==> src/rtl/core/dcfp_pkg.sv <==
`timescale 1ns / 1ps

package dcfp_pkg;

	// frame bytes
	localparam logic [7:0] HDR_S    = 8'h53;
	localparam logic [7:0] HDR_T    = 8'h54;
	localparam logic [7:0] HDR_X    = 8'h58;
	localparam logic [7:0] BYTE_CR  = 8'h0D;
	localparam logic [7:0] BYTE_LF  = 8'h0A;

	localparam int PAY_BYTES = 8;
	localparam int LIM_W     = 15;
	localparam int MODE_W    = 2;
	localparam int VAL_W     = 16;

	// payload byte positions
	localparam int P_AUTO  = 0;
	localparam int P_STOP  = 1;
	localparam int P_MODE  = 2;
	localparam int P_SPDL  = 3;
	localparam int P_SPDH  = 4;
	localparam int P_STRL  = 5;
	localparam int P_STRH  = 6;
	localparam int P_ALIVE = 7;

	// highest valid mode byte
	localparam logic [7:0] MODE_MAX = 8'd2;

	// config register indexes
	localparam logic [2:0] REG_SPEED_LIM = 3'd0;
	localparam logic [2:0] REG_STEER_4WS = 3'd1;
	localparam logic [2:0] REG_STEER_OTH = 3'd2;
	localparam logic [2:0] REG_FALLBACK  = 3'd3;
	localparam logic [2:0] REG_4WS_CODE  = 3'd4;

	localparam logic [LIM_W-1:0]  RST_SPEED_LIM = 15'd300;
	localparam logic [LIM_W-1:0]  RST_STEER_4WS = 15'd18;
	localparam logic [LIM_W-1:0]  RST_STEER_OTH = 15'd30;
	localparam logic [MODE_W-1:0] RST_FALLBACK  = 2'd0;
	localparam logic [MODE_W-1:0] RST_4WS_CODE  = 2'd1;

	typedef enum logic [3:0] {
		PH_HUNT_S = 4'd0,
		PH_HUNT_T = 4'd1,
		PH_HUNT_X = 4'd2,
		PH_PAY0   = 4'd3,
		PH_PAY1   = 4'd4,
		PH_PAY2   = 4'd5,
		PH_PAY3   = 4'd6,
		PH_PAY4   = 4'd7,
		PH_PAY5   = 4'd8,
		PH_PAY6   = 4'd9,
		PH_PAY7   = 4'd10,
		PH_CR     = 4'd11,
		PH_LF     = 4'd12
	} phase_t;

	typedef struct packed {
		logic [LIM_W-1:0]  speed_lim;
		logic [LIM_W-1:0]  steer_lim_4ws;
		logic [LIM_W-1:0]  steer_lim_oth;
		logic [MODE_W-1:0] fallback;
		logic [MODE_W-1:0] code_4ws;
	} cfg_t;

	// framer status toward the top level
	typedef struct packed {
		logic                           done;
		logic [PAY_BYTES-1:0][7:0]      bytes;
	} frame_t;

	typedef struct packed {
		logic              auto_flag;
		logic              stop_flag;
		logic [MODE_W-1:0] drive_mode;
		logic [VAL_W-1:0]  speed_centi;
		logic [VAL_W-1:0]  steer_angle;
		logic [7:0]        alive_count;
	} cmd_t;

endpackage

==> src/rtl/core/dcfp_framer.sv <==
`timescale 1ns / 1ps

module dcfp_framer (
	input  logic                clk,
	input  logic                arst_n,
	input  logic                step,
	input  logic [7:0]          rx_byte,
	output dcfp_pkg::frame_t    frame
);

	dcfp_pkg::phase_t phase_q, phase_nxt;
	logic [dcfp_pkg::PAY_BYTES-1:0][7:0] pay_q;
	logic       store_en;
	logic [2:0] store_idx;
	logic       done;

	// next phase
	always_comb begin
		phase_nxt = phase_q;
		case (phase_q)
			dcfp_pkg::PH_HUNT_S: phase_nxt = (rx_byte == dcfp_pkg::HDR_S) ?
				dcfp_pkg::PH_HUNT_T : dcfp_pkg::PH_HUNT_S;
			dcfp_pkg::PH_HUNT_T: phase_nxt = (rx_byte == dcfp_pkg::HDR_T) ?
				dcfp_pkg::PH_HUNT_X : dcfp_pkg::PH_HUNT_S;
			dcfp_pkg::PH_HUNT_X: phase_nxt = (rx_byte == dcfp_pkg::HDR_X) ?
				dcfp_pkg::PH_PAY0 : dcfp_pkg::PH_HUNT_S;
			dcfp_pkg::PH_PAY0, dcfp_pkg::PH_PAY1, dcfp_pkg::PH_PAY2,
			dcfp_pkg::PH_PAY3, dcfp_pkg::PH_PAY4, dcfp_pkg::PH_PAY5,
			dcfp_pkg::PH_PAY6, dcfp_pkg::PH_PAY7:
				phase_nxt = dcfp_pkg::phase_t'(phase_q + 4'd1);
			dcfp_pkg::PH_CR: phase_nxt = (rx_byte == dcfp_pkg::BYTE_CR) ?
				dcfp_pkg::PH_LF : dcfp_pkg::PH_HUNT_S;
			dcfp_pkg::PH_LF: phase_nxt = dcfp_pkg::PH_HUNT_S;
			default: phase_nxt = dcfp_pkg::PH_HUNT_S;
		endcase
	end

	// outputs
	always_comb begin
		store_en  = 1'b0;
		store_idx = 3'(phase_q - dcfp_pkg::PH_PAY0);
		done      = 1'b0;
		case (phase_q)
			dcfp_pkg::PH_PAY0, dcfp_pkg::PH_PAY1, dcfp_pkg::PH_PAY2,
			dcfp_pkg::PH_PAY3, dcfp_pkg::PH_PAY4, dcfp_pkg::PH_PAY5,
			dcfp_pkg::PH_PAY6, dcfp_pkg::PH_PAY7:
				store_en = step;
			dcfp_pkg::PH_LF: done = step && (rx_byte == dcfp_pkg::BYTE_LF);
			default: ;
		endcase
	end

	always_ff @(posedge clk or negedge arst_n) begin
		if (!arst_n) begin
			phase_q <= dcfp_pkg::PH_HUNT_S;
		end else if (step) begin
			phase_q <= phase_nxt;
		end
	end

	// payload store, no reset: every byte is written before a frame completes
	always_ff @(posedge clk) begin
		if (store_en) begin
			pay_q[store_idx] <= rx_byte;
		end
	end

	assign frame.done  = done;
	assign frame.bytes = pay_q;

endmodule

==> src/rtl/core/dcfp_decode.sv <==
`timescale 1ns / 1ps

module dcfp_decode (
	input  logic [dcfp_pkg::PAY_BYTES-1:0][7:0] bytes,
	input  dcfp_pkg::cfg_t                      cfg,
	output dcfp_pkg::cmd_t                      cmd
);

	logic [dcfp_pkg::MODE_W-1:0] mode;
	logic [dcfp_pkg::LIM_W-1:0]  steer_lim;
	logic signed [dcfp_pkg::VAL_W:0] spd_raw, str_raw;
	logic signed [dcfp_pkg::VAL_W:0] spd_lim, str_lim;

	always_comb begin
		mode = (bytes[dcfp_pkg::P_MODE] <= dcfp_pkg::MODE_MAX) ?
			bytes[dcfp_pkg::P_MODE][dcfp_pkg::MODE_W-1:0] : cfg.fallback;
		steer_lim = (mode == cfg.code_4ws) ? cfg.steer_lim_4ws : cfg.steer_lim_oth;

		// sign-extend to 17 bits so +-limit compares cleanly
		spd_raw = {bytes[dcfp_pkg::P_SPDH][7], bytes[dcfp_pkg::P_SPDH],
			bytes[dcfp_pkg::P_SPDL]};
		str_raw = {bytes[dcfp_pkg::P_STRH][7], bytes[dcfp_pkg::P_STRH],
			bytes[dcfp_pkg::P_STRL]};
		spd_lim = {2'b00, cfg.speed_lim};
		str_lim = {2'b00, steer_lim};

		cmd.auto_flag   = |bytes[dcfp_pkg::P_AUTO];
		cmd.stop_flag   = |bytes[dcfp_pkg::P_STOP];
		cmd.drive_mode  = mode;
		cmd.alive_count = bytes[dcfp_pkg::P_ALIVE];

		if (spd_raw > spd_lim)
			cmd.speed_centi = spd_lim[dcfp_pkg::VAL_W-1:0];
		else if (spd_raw < -spd_lim)
			cmd.speed_centi = 16'(-spd_lim);
		else
			cmd.speed_centi = spd_raw[dcfp_pkg::VAL_W-1:0];

		if (str_raw > str_lim)
			cmd.steer_angle = str_lim[dcfp_pkg::VAL_W-1:0];
		else if (str_raw < -str_lim)
			cmd.steer_angle = 16'(-str_lim);
		else
			cmd.steer_angle = str_raw[dcfp_pkg::VAL_W-1:0];
	end

endmodule

==> src/rtl/core/drive_command_frame_parser_core.sv <==
`timescale 1ns / 1ps

// Drive command frame parser. Takes one received byte per request on the s_ side
// and hunts for the header "STX", eight payload bytes (auto, estop, mode, speed
// lo/hi, steer lo/hi, alive) and a CR LF trailer; a bad header or trailer byte
// drops back to hunting. Each good frame yields one command request on the m_
// side: flags as 0/1, mode (above two replaced by the fallback register),
// speed and steer clamped to +-limit, steer limit picked by four-wheel mode.
// Rate: one byte per clock while the input register is not stalled. A byte sits
// in the input register while the phase machine steps and the payload store is
// written; the command for a frame is built combinationally from the stored
// payload and lands in the output register, so m_tvalid rises at the edge at
// which the LF byte leaves the input register. The input register only stalls
// when the output register still holds a command that has not been taken. Config
// writes are expected only while the parser is idle.
module drive_command_frame_parser_core (
	input  logic        clk,
	input  logic        arst_n,
	// input byte stream
	input  logic        s_tvalid,
	output logic        s_tready,
	input  logic [7:0]  s_tdata,   // [7:0] rx_byte
	// command stream
	output logic        m_tvalid,
	input  logic        m_tready,
	output logic [47:0] m_tdata,   // [0] auto_flag, [1] stop_flag, [3:2] drive_mode,
	                               // [19:4] speed_centi, [35:20] steer_angle,
	                               // [43:36] alive_count, [47:44] zero
	// config write port
	input  logic        cfg_we,
	input  logic [2:0]  cfg_index,
	input  logic [14:0] cfg_data
);

	dcfp_pkg::cfg_t   cfg_q;
	dcfp_pkg::frame_t frame;
	dcfp_pkg::cmd_t   cmd;

	logic       valid_s1;
	logic [7:0] byte_s1;
	logic       go_s1;
	logic       out_valid_q;
	logic [43:0] out_data_q;

	// config registers
	always_ff @(posedge clk or negedge arst_n) begin
		if (!arst_n) begin
			cfg_q.speed_lim     <= dcfp_pkg::RST_SPEED_LIM;
			cfg_q.steer_lim_4ws <= dcfp_pkg::RST_STEER_4WS;
			cfg_q.steer_lim_oth <= dcfp_pkg::RST_STEER_OTH;
			cfg_q.fallback      <= dcfp_pkg::RST_FALLBACK;
			cfg_q.code_4ws      <= dcfp_pkg::RST_4WS_CODE;
		end else if (cfg_we) begin
			case (cfg_index)
				dcfp_pkg::REG_SPEED_LIM: cfg_q.speed_lim     <= cfg_data;
				dcfp_pkg::REG_STEER_4WS: cfg_q.steer_lim_4ws <= cfg_data;
				dcfp_pkg::REG_STEER_OTH: cfg_q.steer_lim_oth <= cfg_data;
				dcfp_pkg::REG_FALLBACK:  cfg_q.fallback <= cfg_data[dcfp_pkg::MODE_W-1:0];
				dcfp_pkg::REG_4WS_CODE:  cfg_q.code_4ws <= cfg_data[dcfp_pkg::MODE_W-1:0];
				default: ;  // unmapped index, dropped
			endcase
		end
	end

	// byte moves out of the input register once the output slot is free
	assign go_s1    = valid_s1 && (!out_valid_q || m_tready);
	assign s_tready = !valid_s1 || go_s1;

	always_ff @(posedge clk or negedge arst_n) begin
		if (!arst_n) begin
			valid_s1 <= 1'b0;
		end else if (s_tvalid && s_tready) begin
			valid_s1 <= 1'b1;
		end else if (go_s1) begin
			valid_s1 <= 1'b0;
		end
	end

	always_ff @(posedge clk) begin
		if (s_tvalid && s_tready) begin
			byte_s1 <= s_tdata;
		end
	end

	dcfp_framer u_framer (
		.clk     (clk),
		.arst_n  (arst_n),
		.step    (go_s1),
		.rx_byte (byte_s1),
		.frame   (frame)
	);

	dcfp_decode u_decode (
		.bytes (frame.bytes),
		.cfg   (cfg_q),
		.cmd   (cmd)
	);

	// output register
	always_ff @(posedge clk or negedge arst_n) begin
		if (!arst_n) begin
			out_valid_q <= 1'b0;
		end else if (frame.done) begin
			out_valid_q <= 1'b1;
		end else if (m_tready) begin
			out_valid_q <= 1'b0;
		end
	end

	always_ff @(posedge clk) begin
		if (frame.done) begin
			out_data_q <= {cmd.alive_count, cmd.steer_angle, cmd.speed_centi,
				cmd.drive_mode, cmd.stop_flag, cmd.auto_flag};
		end
	end

	assign m_tvalid = out_valid_q;
	assign m_tdata  = {4'b0000, out_data_q};

	// a finished frame never lands on a command still waiting to be taken
	a_done_slot_free: assert property (@(posedge clk) disable iff (!arst_n)
		frame.done |-> (!out_valid_q || m_tready))
		else $error("frame done while output slot busy");

	// a new command only appears after a byte stepped the parser
	a_cmd_after_step: assert property (@(posedge clk) disable iff (!arst_n)
		$rose(out_valid_q) |-> $past(go_s1))
		else $error("command without a parser step");

	// a held byte stays in the input register until it is processed
	a_s1_hold: assert property (@(posedge clk) disable iff (!arst_n)
		(valid_s1 && !go_s1) |=> (valid_s1 && $stable(byte_s1)))
		else $error("input register lost a byte");

endmodule

==> config.mk <==
export PLATFORM = sky130hd
export DESIGN_NAME = drive_command_frame_parser_core
export DESIGN_NICKNAME = d
export VERILOG_FILES = /design/src/rtl/core/dcfp_pkg.sv /design/src/rtl/core/dcfp_framer.sv /design/src/rtl/core/dcfp_decode.sv /design/src/rtl/core/drive_command_frame_parser_core.sv
export SDC_FILE = /design/constraint.sdc
export NUM_CORES = 1
export LEC_CHECK = 0
export BUFFER_PORTS_ARGS = -buffer_cell sky130_fd_sc_hd__buf_2
export CELL_PAD_IN_SITES_DETAIL_PLACEMENT = 0
export CELL_PAD_IN_SITES_GLOBAL_PLACEMENT = 1
export CORE_ASPECT_RATIO = 1.25
export CORE_MARGIN = 2
export CORE_UTILIZATION = 45
export DETAILED_ROUTE_END_ITERATION = 10
export PLACE_DENSITY = 0.83
export SYNTH_ARGS = -nofsm -noshare
export SYNTH_HDL_FRONTEND = slang
export SYNTH_SLANG_ARGS = --single-unit
==> constraint.sdc <==
create_clock -name clk -period 7.6 [get_ports clk]
set_clock_uncertainty 0.05 [all_clocks]
set_input_delay 0.76 -clock clk [delete_from_list [all_inputs] [get_ports clk]]
set_output_delay 0.76 -clock clk [all_outputs]
set_load 0.01 [all_outputs]
; ---- Word level (Yosys, flattened, before mapping)
; Cells that the tools add are included.
[op_classes]
n_addsub = 4
multipliers = 0
n_div = 0
order_cmp = 7
n_eq_ne = 22
shifts = 0
muxes = 20
n_bitwise = 0
n_reduce_logical = 20
[ops]
columns = operator, count
row1 = bitwise mux 64 bit, 1
row2 = 2-to-1 mux 15 bit, 3
row3 = less-than comparator 16 x 17 -> 1 bit, 2
row4 = negation 15 -> 17 bit, 2
row5 = greater-than comparator 16 bit, 2
row6 = 2-to-1 mux 16 bit, 2
row7 = demux 8 bit (select 3 bit), 1
row8 = == test 8 x 7 -> 1 bit (second input constant), 3
row9 = OR reduction 8 bit, 3
row10 = == test 4 bit (second input constant), 5
row11 = case mux 4 bit (5 select lines), 1
row12 = == test 4 x 3 -> 1 bit (second input constant), 4
row13 = == test 8 x 4 -> 1 bit (second input constant), 2
row14 = AND reduction 2 bit, 5
row15 = == test 4 x 2 -> 1 bit (second input constant), 2
row16 = <= comparator 8 x 2 -> 1 bit (second input constant), 1
row17 = 2-to-1 mux 8 bit, 1
row18 = 2-to-1 mux 1 bit, 7
row19 = == test 3 x 2 -> 1 bit (second input constant), 2
row20 = 2-to-1 mux 2 bit, 3
row21 = adder 4 x 1 -> 4 bit (second input constant), 1
row22 = == test 4 x 1 -> 1 bit (second input constant), 1
row23 = logical AND 1 bit, 4
row24 = logical NOT 4 bit, 1
row25 = 11 further kinds, 14
[word_totals]
regBits = 171
latch_bits = 0
ramBits = 0
mem_bits_ro = 0
inputBits = 31
out_inout_bits = 50
elab_cells = 93
mem_count = 0

; ---- Longest topological paths before layout
; Gate-level depths: netlist (run 1).
[logic_depth]
ltp_word = 8
mapped_depth = 24
ltp_nobuf = 21

; ---- Hierarchy
; A second synthesis (run 1) with hierarchy kept.
[unflattened]
cells_unflattened = 777
hier_area_um2 = 9440.3
[modules_own_cells]
columns = module, n_inst, cells_per_inst, area_per_inst_um2, seq_area_each_um2
row1 = drive_command_frame_parser_core, 1, 173, 3609.7, 2851.5
row2 = dcfp_decode, 1, 473, 3424.5, 0.0
row3 = dcfp_framer, 1, 131, 2406.1, 2021.9

; ---- Least setup slack after synthesis (run 1)
; No wires, ideal clock.
[synth_timing]
kind = register to register
start = reg u_framer.pay_q, in the netlist u_framer.frame[19]
end = reg out_data_q[28] (data pin)
setup_time_ns = 0.276
t_arrival_ns = 5.226
required_time_ns = 7.274
setup_slack_ns = 2.048
stages_incl_launch_ff = 24
path_buffers = 3
period_less_slack_ns = 5.552
cell_sequence = edfxtp_1 nor4_4 a21oi_1 a32o_1 a211oi_4 buf_2 buf_2 mux2_2 inv_1 ha_1 nand2_1 mux2_2 or2_2 xor2_1 ha_1 a21oi_1 o21ai_0 a21oi_1 a21oi_1 a21oi_1 clkbuf_1 nand3b_1 o21ai_0 a22oi_1
[synth_rtl]
columns = item, line
row1 = start: declaration, dcfp_framer.sv:12  ; logic [dcfp_pkg::PAY_BYTES-1:0][7:0] pay_q;
row2 = start signal: indexed assignment, dcfp_framer.sv:64  ; pay_q[store_idx] <= rx_byte;
row3 = end signal: assignment, drive_command_frame_parser_core.sv:112  ; out_data_q <= {cmd.alive_count, cmd.steer_angle, cmd.speed_centi,
row4 = end: declaration, drive_command_frame_parser_core.sv:43  ; logic [43:0] out_data_q;

==> impl_metrics.yaml, run 1 <==
logic_synthesis:
  syn_area_per_cell_um2: 11.7
  synthFlopType: "edfxtp_1"
  synth_area_leaders: "edfxtp_1 38%, dfrtp_1 12%, ha_1 9.2%"
  yosys.area.top_type_share: 0.381
  async_flop_share: 0.322
  ys_ff_latch: 171
  synth_edf_count: 116
  synth.cell_area_um2: 9150
  yosys.area.top_type: "edfxtp_1"
  yosysSeqAreaShare: 0.533
  ys_types: 67
  syn_inst: 782
  yosysWarningCount: 0
timing:
  relSlewSlack: 0.218
  worst-slew-pin-transition_ns: 1.16
  setup_viol: 0
  timing.final.crit_period_ns: 6.01
  hold_viol: 0
  min_period_over_period: 0.790
  rsz0062_at_grt: "false"
  finalSetupTns_ns: 0
  worst_hold_slack_ns: 0.372
  fmax_ghz: 0.166
  drv_slew: 0
placed_design:
  post_dp_cell_area_um2: 9820
  port_buffers: 76
  gpl.final_weighted_congestion: 0.853
  dp_cells: 1110
  place_hpwl_mm: 14.7
critical_path:
  arrival_ns: 6.09
  cp-start-kind: "register"
  end_kind: "register"
  crit_required_ns: 7.69
  cp_common_cell: "a21oi_1"
  worst-path-max-fanout: 15
  slowest_delay_ns: 0.68
  path_cells: "nor4_4 -> a21oi_1 -> a32o_1 -> a211oi_4 -> mux2_2 -> inv_1 -> ha_1 -> a21boi_0 -> xnor2_1 -> ha_1 -> a22o_1 -> nor4_1 -> o21ai_0 -> nand4_1 -> a21oi_1 -> a21oi_1 -> buf_4 -> nand2b_1 -> o22ai_1 -> a22oi_1"
  path_class: "reg2reg"
  crit_slowest_cell: "a21oi_1"
clock_network:
  cts.clk_slew.worst_paths_ns: 0.07
  cts_max_level: 4
  hold_buffers: 0
  postCtsSetupBuffers: 0
  cts_resized: 0
  cts_sinks: 171
  clock_latency_ns: 0.44
  cts_buffers: 17
  cts.path.max_buffers: 2
  cts_tree: "done"
  root_buffer: "clkbuf_16"
cells_and_area:
  drive_above_1_share: 0.204
  syn2layout_area_growth_pct: 13.7
  final_nets: 957
  instances_no_fill: 1142
  fin_area_um2: 10400
  n_antenna_cell: 0
floorplan:
  ios: 81
  die_y_um: 163
  core.rowCount: 58
  initial_core_util: 0.457
  die_area_um2: 21500
  core_area_um2: 20000
  die_width_um: 132
drt:
  viasPerCell: 5.56
  vias: 6346
  drtPass1Iterations: 7
  wire_per_inst_um: 17.9
  wirelength_mm: 20.4
  drc_errors: 0
  drt_iter0_drc: 378
  ant_nets: 0
power:
  p_clk_frac: 0.321
  p_sw_frac: 0.320
  vdd_drop_max_mv: 0.171
  intPower_mw: 1.80
  seqPwrFrac: 0.441
  p_switching_mw: 0.849
  p_leak_nw: 4.12
  p_per_area_nw_per_um2: 255
  combPwrFrac: 0.238
grt:
  grt_start_max_net_pins: 56
  grt_pass1_wl_mm: 32.4
  antenna_found_initial: 0
  grt_util_all_layers: 0.196
  grt_pass1_vias: 6124
  overflow: 0
min_path:
  worstHoldPathType: "reg2reg"
flow_run:
  maxCapViolCount: 0
status:
  status: "finished, final reports clean"
## kinds of logic after synthesis
kind of cell	synth area share
compound gates	0.118
xor+xnor	0.0268
fa+ha+maj	0.0917
buf+inv	0.0283
flops	0.533
mux	0.0795
other cells	0.000410
simple gates	0.122
## flip-flops by register name, summed over array words and instances (netlist names)
name,count
byte_s1,8
cfg_q,49
m_tvalid,1
out_data_q,44
u_framer.frame,64
u_framer.phase_q,4
valid_s1,1
## critical path, delay by kind of cell, from the launching register on
kind | cells | cell delay (ns)
buffers and inverters | 2 | 0.40
multiplexers | 1 | 0.44
AO/OA/AOI/OAI | 10 | 2.87
flip-flops | 1 | 0.41
AND/OR/NAND/NOR | 4 | 0.79
XOR/XNOR | 1 | 0.19
adder cells (fa/ha/maj) | 2 | 0.57
## placed cells by master (no fill, tap or decap), types with 8 or more instances in the layout
cell       synthesis  routed
edfxtp_1         116     116
nand2_1           78      78
buf_2              3      76
ha_1              67      67
o21ai_0           55      55
dfrtp_1           44      44
nor2_1            38      38
mux2_2            37      37
inv_1             32      31
mux2i_1           31      31
a21oi_1           28      28
a22oi_1           27      27
clkbuf_16          0      17
xnor2_1           16      16
nor4_1            15      15
nor3_1            14      14
xor2_1            12      12
dfstp_2           11      11
or3_1             10      10
a21o_1             9       9
nand2b_1           9       9
nand3_1            8       8
buf_4              4       8
## final cells by class
type / instances / area [µm²]
Clock inverter: 15 / 153
Inverter: 32 / 120
Multi-Input combinational cell: 553 / 4050
Sequential cell: 171 / 4870
Tap cell: 270 / 338
Clock buffer: 17 / 425
Timing Repair Buffer: 84 / 440
Fill cell: 1841 / 9630
## Yosys cell counts (all sizes together), types with 2 or more instances
cell and count:
nand4 7, a22oi 27, nand2b 10, inv 32
xnor2 16, nor2b 7, mux2i 31, or4 8
ha 67, nor2 38, or3 14, nor4 16
dfrtp 44, a21boi 2, o41ai 2, mux2 37
clkbuf 19, a21o 9, edfxtp 116, o21a 7
nor3b 3, o2bb2ai 2, a31oi 5, buf 10
o21ai 56, a32oi 2, nand3 8, o211ai 5
dfstp 11, nand3b 5, xor2 12, o22ai 7
or2 3, a21oi 28, o31ai 3, a211oi 4
nand2 78, nor3 15
## through the flow
step                      setup slack (ns)  utilization  power, mW
final                                 1.59        0.519       2.65
after global routing                  1.02        0.519       2.80
after CTS                             1.56        0.519       2.67
after detailed placement              1.58        0.490       1.82
after global placement                1.64        0.490       1.81
after floorplan                       2.05            -       1.65
## worst paths after layout
check,cells past startpoint,start,slack (ns),to
max,20,u_framer.frame[19],1.59,out_data_q[29]
min,0,u_framer.frame[59],0.37,out_data_q[39]
max reg2reg,20,u_framer.frame[19],1.59,out_data_q[29]
min reg2reg,0,u_framer.frame[59],0.37,out_data_q[39]
max in group asynchronous,2,arst_n,6.61,cfg_q[11]
min in group asynchronous,2,arst_n,0.41,u_framer.phase_q[0]
## power by group through the flow
stage / sequential, mW / clock [mW] / combinational [mW]
2_1_floorplan: 1.15 / 0 / 0.504
3_3_place_gp: 1.19 / 0 / 0.618
3_5_place_dp: 1.19 / 0 / 0.630
4_1_cts: 1.17 / 0.865 / 0.634
5_1_grt: 1.18 / 0.902 / 0.717
6_report: 1.17 / 0.852 / 0.630
## metal layers
metal,GRT usage,share of wire
met5,0,0
met4,0.0603,0.016
met1,0.250,0.44
met3,0.0351,0.037
met2,0.340,0.51
Power figures use the tool's default switching activity.
==> run 2: changes to the inputs <==
==> constraint.sdc (replaced) <==
create_clock -name clk -period 6.3 [get_ports clk]
set_clock_uncertainty 0.05 [all_clocks]
set_input_delay 0.63 -clock clk [delete_from_list [all_inputs] [get_ports clk]]
set_output_delay 0.63 -clock clk [all_outputs]
set_load 0.01 [all_outputs]
==> run 2 against run 1 <==
- final cell count grew 0.26%
- worst hold slack got worse by 0.087 ns
- sequential share of layout area down 0.30 points
- count of clock-buffer cells in the layout is the same
- maximum frequency rose by 8.0%
- combinational power is 23% higher
- routed wire length grew 0.97%
- register-to-register slack got worse by 0.85 ns
- largest power group unchanged
- critical endpoint is now out_data_q[30]
==> impl_metrics.yaml, run 2 (synthesized netlist as in run 1, its figures left out) <==
cells_and_area:
  final_util: 0.522
  syn2layout_area_growth_pct: 14.4
  largest_reg_flops: 64
  final_nets: 960
  drive_above_1_share: 0.207
  n_antenna_cell: 0
  final_common_cell: "edfxtp_1"
  layout_common_cells: "116 x edfxtp_1, 78 x nand2_1, 76 x buf_2, 67 x ha_1, 55 x o21ai_0"
clock_network:
  hold_buffers: 0
  cts_sinks: 171
  cts_max_level: 4
  cts.clk_slew.worst_paths_ns: 0.07
  cts_buffers: 17
  cts_tree: "done"
  clock_latency_ns: 0.43
  cts_resized: 0
  root_buffer: "clkbuf_16"
  postCtsSetupBuffers: 0
  cts.path.max_buffers: 2
grt:
  grt_pass1_wl_mm: 33.0
  grt_pass1_vias: 6173
  grt_util_all_layers: 0.199
  overflow: 0
  grt_start_max_net_pins: 56
  antenna_found_initial: 0
power:
  p_clk_frac: 0.338
  p_per_area_nw_per_um2: 316
  seqPwrFrac: 0.428
  p_leak_nw: 4.16
  p_sw_frac: 0.306
  combPwrFrac: 0.234
  p_switching_mw: 1.01
  intPower_mw: 2.29
  vdd_drop_max_mv: 0.198
drt:
  ant_nets: 0
  dr_wl_met3_um: 676
  vias: 6352
  wl_met1_mm: 9.33
  topRoutingLayerUsed: "met4"
  drtPass1Iterations: 5
  drc_errors: 0
  drt_iter0_drc: 332
  wl_met2_mm: 10.2
  wirelength_mm: 20.6
  wire_per_inst_um: 18.0
  viasPerCell: 5.55
timing:
  fmax_ghz: 0.180
  min_period_over_period: 0.883
  hold_viol: 0
  drv_slew: 0
  timing.final.crit_period_ns: 5.56
  worst-slew-pin-transition_ns: 1.16
  setup_viol: 0
  relSlewSlack: 0.221
  finalSetupTns_ns: 0
  rsz0062_at_grt: "false"
critical_path:
  arrival_ns: 5.63
  crit_required_ns: 6.37
  crit_start: "u_framer.frame[17]"
  end_kind: "register"
  path_class: "reg2reg"
  r2r-start: "u_framer.frame[17]"
  worst-path-max-fanout: 31
  cp-start-kind: "register"
floorplan:
  initial_core_util: 0.457
  die_width_um: 132
  ios: 81
  die_area_um2: 21500
  core_area_um2: 20000
  core.rowCount: 58
  die_y_um: 163
placed_design:
  gpl.final_weighted_congestion: 0.886
  place_hpwl_mm: 14.8
  port_buffers: 76
status:
  status: "finished, final reports clean"
min_path:
  worstHoldPathType: "in2async"
flow_run:
  maxCapViolCount: 0
-- run 2: final cells by class --
| cell class | count | area [µm²] |
|---|---|---|
| repair buffers | 87 | 463 |
| flip-flops and latches | 171 | 4870 |
| well taps | 270 | 338 |
| inverters | 32 | 120 |
| fillers | 1844 | 9560 |
| clock buffers | 17 | 425 |
| multi-input cells | 553 | 4050 |
| clock inverters | 15 | 196 |
-- run 2: through the flow --
stage / total power, mW / setup WS [ns] / hold WS [ns] / cell area (µm²) / std cells
final: 3.30 / 0.740 / 0.284 / 10500 / 1145
after global routing: 3.48 / 0.230 / 0.303 / 10500 / 1145
after CTS: 3.32 / 0.843 / 0.307 / 10500 / 1145
after detailed placement: 2.21 / 0.874 / 0.359 / 9840 / 1113
after global placement: 2.19 / 1.06 / 0.354 / 9840 / 1113
after floorplan: 1.99 / 0.748 / 0.284 / 9160 / 785
-- run 2: final timing paths --
path / end / slack (ns) / cells after the start
max in group asynchronous: cfg_q[15] / 5.42 / 2
min in group clk: byte_s1[7] / 0.32 / 1
worst max-delay path: out_data_q[30] / 0.74 / 16
worst max register to register: out_data_q[30] / 0.74 / 16
worst min-delay path: u_framer.phase_q[2] / 0.28 / 2
worst min register to register: out_data_q[40] / 0.38 / 0
-- run 2: metal layers --
| layer | vias up | track usage |
|---|---|---|
| li1 | 3087 | - |
| met1 | 3083 | 0.261 |
| met2 | 151 | 0.336 |
| met4 | 0 | 0.0736 |
| met5 | - | 0 |
| met3 | 31 | 0.0307 |
-- run 2: power by group through the flow --
stage / combinational [mW] / sequential (mW) / clock [mW]
final: 0.774 / 1.41 / 1.12
after global routing: 0.877 / 1.43 / 1.18
after CTS: 0.777 / 1.41 / 1.13
after detailed placement: 0.772 / 1.44 / 0
after global placement: 0.759 / 1.44 / 0
after floorplan: 0.608 / 1.39 / 0
-- run 2: worst max-delay path, cell delays in order, from the launching register on --
cell and delay [ns]:
edfxtp_1 0.44, nor3_1 0.41, a21oi_1 0.16, a32o_1 0.32, a211oi_4 0.34, buf_4 0.34, mux2i_1 0.43, ha_1 0.20
nand2_1 0.09, or4_1 0.53, a2111oi_0 0.58, o21ai_0 0.19, o21ai_0 0.16, a21oi_1 0.05, a211o_1 0.65, o21ai_0 0.20
a22oi_1 0.11
